$ cat config.mk
export PLATFORM = sky130hd
export DESIGN_NAME = uvsph_front
export DESIGN_NICKNAME = d
export VERILOG_FILES = /design/src/uvsph_pkg.sv /design/src/uvsph_front.sv
export VERILOG_INCLUDE_DIRS = /design/src /design/src/src
export SDC_FILE = /design/constraint.sdc
export NUM_CORES = 1
export LEC_CHECK = 0
export BUFFER_PORTS_ARGS = -buffer_cell sky130_fd_sc_hd__buf_2
export CAP_MARGIN = 20
export CORE_MARGIN = 2
export CORE_UTILIZATION = 45
export DETAILED_ROUTE_END_ITERATION = 8
export GPL_TIMING_DRIVEN = 1
export PLACE_DENSITY = 0.68
export SYNTH_ARGS = -nofsm -noshare
export SYNTH_HDL_FRONTEND = slang
export SYNTH_SLANG_ARGS = --single-unit
$ cat constraint.sdc
create_clock -name clk -period 8.1 [get_ports clk]
set_clock_uncertainty 0.05 [all_clocks]
set_input_delay 1.215 -clock clk [delete_from_list [all_inputs] [get_ports clk]]
set_output_delay 1.215 -clock clk [all_outputs]
set_load 0.03 [all_outputs]
$ cat src/assert_macros.svh
// Assertion helpers shared by the RTL files.
// Each macro expects a clock named clk and an active-low reset named rst_n in scope.
`ifndef ASSERT_MACROS_SVH
`define ASSERT_MACROS_SVH

// Check a property on every clock edge outside reset.
`define ASSERT_CLK(lbl, prop, msg) \
  lbl: assert property (@(posedge clk) disable iff (!rst_n) prop) else $error(msg);

// Check that a condition never holds outside reset.
`define ASSERT_NEVER(lbl, expr, msg) \
  lbl: assert property (@(posedge clk) disable iff (!rst_n) !(expr)) else $error(msg);

`endif

$ cat src/uvsph_pkg.sv
// ----------------------------------------------------------------------------
// uvsph_pkg
// Shared types, constants and arithmetic helpers of the UV-sphere mesh generator.
// ----------------------------------------------------------------------------
package uvsph_pkg;

  localparam int MAX_DIVISIONS = 256;

  localparam int RAD_W    = 16;
  localparam int CNT_W    = 9;
  localparam int IDX_W    = 9;
  localparam int POS_W    = 17;
  localparam int NRM_W    = 16;
  localparam int CRN_W    = 17;
  localparam int KIND_W   = 2;
  localparam int CFG_IDX_W = 2;
  localparam int CFG_DAT_W = 16;

  // Angle phase in 2^-24 turns, quarter turn at bit 22
  localparam int PHASE_W  = 24;
  localparam int QTR_BITS = 22;
  localparam int QUO_W    = 25;
  localparam int REM_W    = 10;

  // Q30 polynomial datapath
  localparam int Q30_W = 31;
  localparam logic [Q30_W-1:0] ONE_Q30 = 31'h4000_0000;
  localparam logic [Q30_W-1:0] K_A1 = 31'd1686629713;
  localparam logic [Q30_W-1:0] K_A3 = 31'd693598668;
  localparam logic [Q30_W-1:0] K_A5 = 31'd85569306;
  localparam logic [Q30_W-1:0] K_A7 = 31'd5026995;
  localparam logic [Q30_W-1:0] K_A9 = 31'd172272;
  localparam int HORNER_STEPS = 4;
  localparam logic [Q30_W-1:0] K_HORNER [HORNER_STEPS] = '{K_A7, K_A5, K_A3, K_A1};
  localparam logic [NRM_W-1:0] Q14_ONE = 16'd16384;

  // Pipeline depths
  localparam int FIFO_DEPTH   = 4;
  localparam int FIFO_AW      = $clog2(FIFO_DEPTH);
  localparam int FIFO_CW      = $clog2(FIFO_DEPTH + 1);
  localparam int DIV_STAGES   = QUO_W;
  localparam int SINE_STAGES  = 3 + HORNER_STEPS;
  localparam int SCALE_STAGES = 2;
  localparam int SB_STAGES    = DIV_STAGES + SINE_STAGES + SCALE_STAGES;

  typedef enum logic [KIND_W-1:0] {
    KIND_VERTEX = 2'd0,
    KIND_TRI    = 2'd1,
    KIND_ERR    = 2'd2
  } kind_t;

  typedef enum logic [CFG_IDX_W-1:0] {
    REG_RADIUS    = 2'd0,
    REG_LAT_COUNT = 2'd1,
    REG_LON_COUNT = 2'd2
  } cfg_reg_t;

  typedef struct packed {
    kind_t             kind;
    logic [IDX_W-1:0]  lat;
    logic [IDX_W-1:0]  lon;
    logic [CRN_W-1:0]  first;
  } item_t;

  typedef struct packed {
    logic  valid;
    item_t item;
  } q_link_t;

  // Q30 product rounded half up
  function automatic logic [Q30_W:0] mul_q30(input logic [Q30_W-1:0] a,
                                             input logic [Q30_W-1:0] b);
    logic [2*Q30_W-1:0] p;
    p = (62'(a) * 62'(b)) + (62'(1) << 29);
    return p[2*Q30_W-1:30];
  endfunction

endpackage

$ cat src/uvsph_front.sv
// ----------------------------------------------------------------------------
// uvsph_front
// Accepts requests, checks index ranges, forms the quad base index and
// queues the classified item for the back end.
// ----------------------------------------------------------------------------
`include "assert_macros.svh"

module uvsph_front (
  input  logic                          clk,
  input  logic                          rst_n,
  input  logic                          start,
  output logic                          busy,
  input  logic                          in_func,
  input  logic [uvsph_pkg::IDX_W-1:0]   in_lat_index,
  input  logic [uvsph_pkg::IDX_W-1:0]   in_lon_index,
  input  logic [uvsph_pkg::CNT_W-1:0]   lat_count,
  input  logic [uvsph_pkg::CNT_W-1:0]   lon_count,
  input  logic                          pop,
  output uvsph_pkg::q_link_t            head
);

  logic                           counts_ok;
  logic                           range_ok;
  logic                           push;
  logic                           do_pop;
  logic [uvsph_pkg::CRN_W-1:0]    lonp1;
  uvsph_pkg::item_t               item_in;
  uvsph_pkg::item_t               mem_r [uvsph_pkg::FIFO_DEPTH];
  logic [uvsph_pkg::FIFO_AW-1:0]  wr_ptr_r;
  logic [uvsph_pkg::FIFO_AW-1:0]  rd_ptr_r;
  logic [uvsph_pkg::FIFO_CW-1:0]  cnt_r;

  // Classify the request
  always_comb begin
    counts_ok = (lat_count != '0) && (lon_count != '0) &&
                (int'(lat_count) <= uvsph_pkg::MAX_DIVISIONS) &&
                (int'(lon_count) <= uvsph_pkg::MAX_DIVISIONS);
    if (in_func == 1'b0) begin
      range_ok = (in_lat_index <= lat_count) && (in_lon_index <= lon_count);
    end else begin
      range_ok = (in_lat_index < lat_count) && (in_lon_index < lon_count);
    end
    lonp1         = uvsph_pkg::CRN_W'(lon_count) + 17'd1;
    item_in.lat   = in_lat_index;
    item_in.lon   = in_lon_index;
    item_in.first = uvsph_pkg::CRN_W'(uvsph_pkg::CRN_W'(in_lat_index) * lonp1 +
                                      uvsph_pkg::CRN_W'(in_lon_index));
    if (!(counts_ok && range_ok)) begin
      item_in.kind = uvsph_pkg::KIND_ERR;
    end else if (in_func) begin
      item_in.kind = uvsph_pkg::KIND_TRI;
    end else begin
      item_in.kind = uvsph_pkg::KIND_VERTEX;
    end
  end

  // Queue handshake
  assign busy       = (cnt_r == uvsph_pkg::FIFO_CW'(uvsph_pkg::FIFO_DEPTH));
  assign push       = start && !busy;
  assign head.valid = (cnt_r != '0);
  assign head.item  = mem_r[rd_ptr_r];
  assign do_pop     = pop && head.valid;

  // Store entry on transfer
  always_ff @(posedge clk) begin
    if (push) begin
      mem_r[wr_ptr_r] <= item_in;
    end
  end

  // Advance pointers and fill count
  always_ff @(posedge clk) begin
    if (!rst_n) begin
      wr_ptr_r <= '0;
      rd_ptr_r <= '0;
      cnt_r    <= '0;
    end else begin
      if (push) begin
        wr_ptr_r <= wr_ptr_r + 1'b1;
      end
      if (do_pop) begin
        rd_ptr_r <= rd_ptr_r + 1'b1;
      end
      cnt_r <= cnt_r + uvsph_pkg::FIFO_CW'(push) - uvsph_pkg::FIFO_CW'(do_pop);
    end
  end

  `ASSERT_NEVER(a_fifo_overfill, cnt_r > uvsph_pkg::FIFO_CW'(uvsph_pkg::FIFO_DEPTH), "queue overfilled")
  `ASSERT_CLK(a_fifo_ptr_empty, (cnt_r == '0) |-> (rd_ptr_r == wr_ptr_r), "empty queue with pointer gap")

endmodule

-- Word-level counts from Yosys, hierarchy flattened
Memories as Yosys holds them, arrays and structs flattened. A register that Yosys moved wholly into a read port is not among the register bits.
Cells that the tools add are included.
- memories: 1
- latch bits: 0
- memory bits (writable): 148
- register bits after elaboration: 7
- ROM bits: 0
- output and inout port bits: 39
- memories (memory ; words ; width ; rd ports ; clocked after Yosys merged registers in ; write ports ; RTL line ; source):
    mem_r ; 4 ; 37 ; 1 ; 1 ; 1 ; uvsph_front.sv:28 ; uvsph_pkg::item_t mem_r [uvsph_pkg::FIFO_DEPTH];
- magnitude comparators: 6
- shift operators: 0
- bitwise operators: 0
- muxes and demuxes: 7
- add/sub/neg operators: 6
- multipliers: 1
- eq/ne operators: 1
- reductions and logical operators: 12
- divide/modulo/power cells: 0
- operators with widths (kind ; count):
    $le 9x9->1 ; 2
    $le 9x9->1 const B ; 2
    $lt 9x9->1 ; 2
    $reduce_bool 9->1 ; 2
    $add 17x9->17 ; 1
    $mul 9x10->17 ; 1
    $add 9x1->10 const B ; 1
    $logic_and 1x1->1 ; 8
    $mux 2 ; 3
    $add 2x1->2 const B ; 2
    $mux 1 ; 4
    $add 3x1->3 ; 1
    $eq 3x3->1 const B ; 1
    $reduce_bool 3->1 ; 1
    $sub 3x1->3 ; 1
    $logic_not 1->1 ; 1

-- Longest topological paths before layout
- word-level depth: 6
- gate-level depth with buffers: 22
- mapped depth without buffers: 22

-- Worst setup path after synthesis
No wires, ideal clock.
- path type: input port to flip-flop
- start: in lon_count[0] (netlist name)
- end: mem mem_r[0][12] (netlist name) (data pin)
- slack: 1616 ps
- arrival: 6160 ps
- path buffers: 1
- setup time: 274 ps
- stages on the path: 22
- required time: 7776 ps
- path through: clkbuf_1 -> nand2_1 -> nor2_1 -> xnor2_1 -> nand2_1 -> fa_1 -> inv_1 -> fa_1 -> inv_1 -> fa_1 -> inv_1 -> fa_1 -> inv_1 -> fa_1 -> inv_1 -> ha_1 -> a2111oi_2 -> o211ai_1 -> a31oi_1 -> o21bai_1 -> a21oi_1 -> xnor2_1
- RTL lines (item ; RTL line ; source):
    start, declared ; uvsph_front.sv:17 ; input logic [uvsph_pkg::CNT_W-1:0] lon_count,
    end, declared ; uvsph_front.sv:28 ;

==> impl_metrics.csv <==
group,metric,value,unit
run_status,outcome,"complete, no violations",
clock_tree,clock_latency,0.42,ns
power,p_leak,4.43,nW
placement,hpwlAfterDp,13200,um
synth,netlist_area,0.00955,sq mm
grt,antenna_found_initial,0,
die,core-area,0.0210,sq mm
clock_tree,cts_max_path_buffers,2,
power,clockPowerShare,19.7,%
cells_and_area,design_area,0.0109,sq mm
clock_tree,clkTransAtPathRegs,0.07,ns
drt,wl_per_cell,17.5,um
synth,synth_top_area_share,46.5,%
cells_and_area,fin_nets,957,
power,switching_power,1.61,mW
die,num_rows,53,
drt,first_iter_violations,245,
clock_tree,root_buffer,"clkbuf_16",
critical_path,crit_required,8.25,ns
drt,vias,5528,
timing,finalWorstSetupSlack,1.31,ns
synth,ys_warn_count,0,
timing,drv_slew,0,
clock_tree,ctsResizeCount,0,
placement,pre_cts_ws,0.870,ns
critical_path,r2r_slack,5.70,ns
critical_path,critPathBufInv,6,
power,ir_drop,269,uV
timing,period_minus_slack,6.79,ns
drt,drc,0,
die,die_h,150,um
synth,syn_inst,693,
critical_path,path_delay_family,"adder cells",
cells_and_area,n_antenna_cell,0,
critical_path,crit_type,"input pin to flip-flop",
critical_path,cp-end-kind,"flip-flop",
placement,dp_cells,1038,
clock_tree,clkSinkCount,157,
synth,synth_top_cell_by_area,"edfxtp_1",
drt,dr.pass1.iters,5,
die,die-area,0.0224,sq mm
placement,io_buffers,79,
timing,tns,0,ns
cells_and_area,layout.cells.non_filler,1070,
power,power_density,383,mW/mm^2
critical_path,path_cells,"buf_2, ha_1, nand3_1, nor3_1, xnor2_1, nand2_1, fa_1, inv_1, fa_1, inv_1, fa_1, inv_1, fa_1, inv_1, fa_1, inv_1, ha_1, a2111oi_2, o211ai_1, a31oi_1, o21bai_1, a21oi_1, xnor2_1",
synth,ys_seq_elements,157,
power,intPower,2.55,mW
power,p_sw_share,38.7,%
timing,fin_crit_sh,83.8,%
die,start_util,45.6,%
cells_and_area,final_core_util,52.0,%
synth,async_reset_ff_share,0,%
timing,slew-limit-headroom,29.2,%
power,seqPwrFrac,32.0,%
timing,hold_violations,0,
clock_tree,cts_buffers,17,
grt,grt_remaining_overflow,0,
synth,synth_cell_types,40,
grt,grt_pass1_vias,5839,
die,io_pins,80,
hold_path,hold_class,"flip-flop to flip-flop",
grt,grt_pass1_wl,30600,um
critical_path,crit_slowest_cell,"fa_1",
cells_and_area,area_growth,14.0,%
placement,place_area,0.0103,sq mm
grt,grt_max_degree,38,
die,die_w,150,um
power,power,4.17,mW
drt,via_per_inst,5.17,
synth,synthTopCellsByArea,"edfxtp_1 (47%), fa_1 (13%), ha_1 (9.4%)",
timing,worst_slew_pin_slew,1.06,ns
timing,fmax,147,MHz
critical_path,worstSetupStartpointType,"input pin",
clock_tree,ctsHoldBuffers,0,
drt,ant_nets,0,
clock_tree,h-tree-depth,4,
synth,synth_nets,868,
synth,synthFlopType,"edfxtp_1",
critical_path,worstPathMaxFanout,13,
critical_path,slowest_delay,0.53,ns
run,cap_violations,0,
clock_tree,cts_setup_buffers,0,
cells_and_area,drive_gt1_share,20.9,%
placement,place_congestion,0.882,
synth,yosysSeqAreaShare,48.4,%
synth,post_synth.cell_area_avg,13.8,sq um
power,comb_power_share,48.3,%
timing,grt_setup_unrepaired,"no",
drt,routed_wl,18700,um
synth,synth_edf_count,148,
clock_tree,cts_tree,"built",
grt,grt.total_usage,18.1,%
critical_path,critPathArrivalTime,6.94,ns
timing,setup_violations,0,
timing,holdWs,0.517,ns
## cells by family (layout without fill, tap and decap cells)
| family | after synthesis | in the layout | synth area share [%] |
|---|---|---|---|
| mux | 38 | 38 | 8.83 |
| compound gates | 58 | 58 | 3.75 |
| buf+inv | 114 | 216 | 4.53 |
| xor+xnor | 32 | 32 | 2.93 |
| flops | 157 | 157 | 48.4 |
| simple gates | 160 | 160 | 9.12 |
| fa+ha+maj | 134 | 134 | 22.4 |
## per-layer routing
layer	track usage [%]	wire length (um)
met5	0	0
met4	5.19	265
met1	24.7	8550
met3	3.20	728
met2	30.1	9130
## registers in the layout, summed over array words and instances (netlist names), named ones only
name      cells
rd_ptr_r      2
mem_r       148
cnt_r         3
wr_ptr_r      2
## worst min-delay path, delay by kind of cell (launching register included)
kind	cells	cell delay (ns)
flops	1	0.34
mux	1	0.13
simple gates	1	0.06
## synth_stat cells, drive strengths merged (10+ instances only)
library cell    n
a21oi          22
and2           60
clkbuf         10
edfxtp        148
fa             62
ha             72
inv           100
mux4           37
nand2          48
nor2           12
nor2b          10
o21ai          15
xnor2          26
## cell type report
cell class | count | area [sq um]
Tap cell | 275 | 344
Fill cell | 1813 | 10100
Sequential cell | 157 | 4630
Timing Repair Buffer | 84 | 433
Clock inverter | 15 | 186
Clock buffer | 17 | 425
Multi-Input combinational cell | 422 | 4500
Inverter | 100 | 375
## path summary, 6_finish.rpt
kind,end,depth (start not counted),start
worst max-delay path,mem_r[3][12],23,lon_count[0]
worst max register to register,cnt_r[2],10,cnt_r[1]
worst min register to register,wr_ptr_r[1],2,wr_ptr_r[1]
worst min-delay path,wr_ptr_r[1],2,wr_ptr_r[1]
## power by group through the flow
| stage | Combinational [mW] | Clock [mW] | Sequential [mW] |
|---|---|---|---|
| after detailed placement | 2.02 | 0 | 1.35 |
| after global placement | 1.98 | 0 | 1.35 |
| final | 2.01 | 0.821 | 1.33 |
| after global routing | 2.27 | 0.868 | 1.35 |
| after floorplan | 1.54 | 0 | 1.34 |
| after CTS | 2.04 | 0.837 | 1.34 |
## placed cells by master (no fill, tap or decap), types with 9 or more instances in the layout
cell	n
a21oi_1	22
and2_1	51
and2_2	9
buf_2	79
clkbuf_16	17
edfxtp_1	148
fa_1	62
ha_1	72
inv_1	100
mux4_2	37
nand2_1	47
nor2_1	12
nor2b_1	10
o21ai_0	15
xnor2_1	26
(Power assumes the default switching activity.)
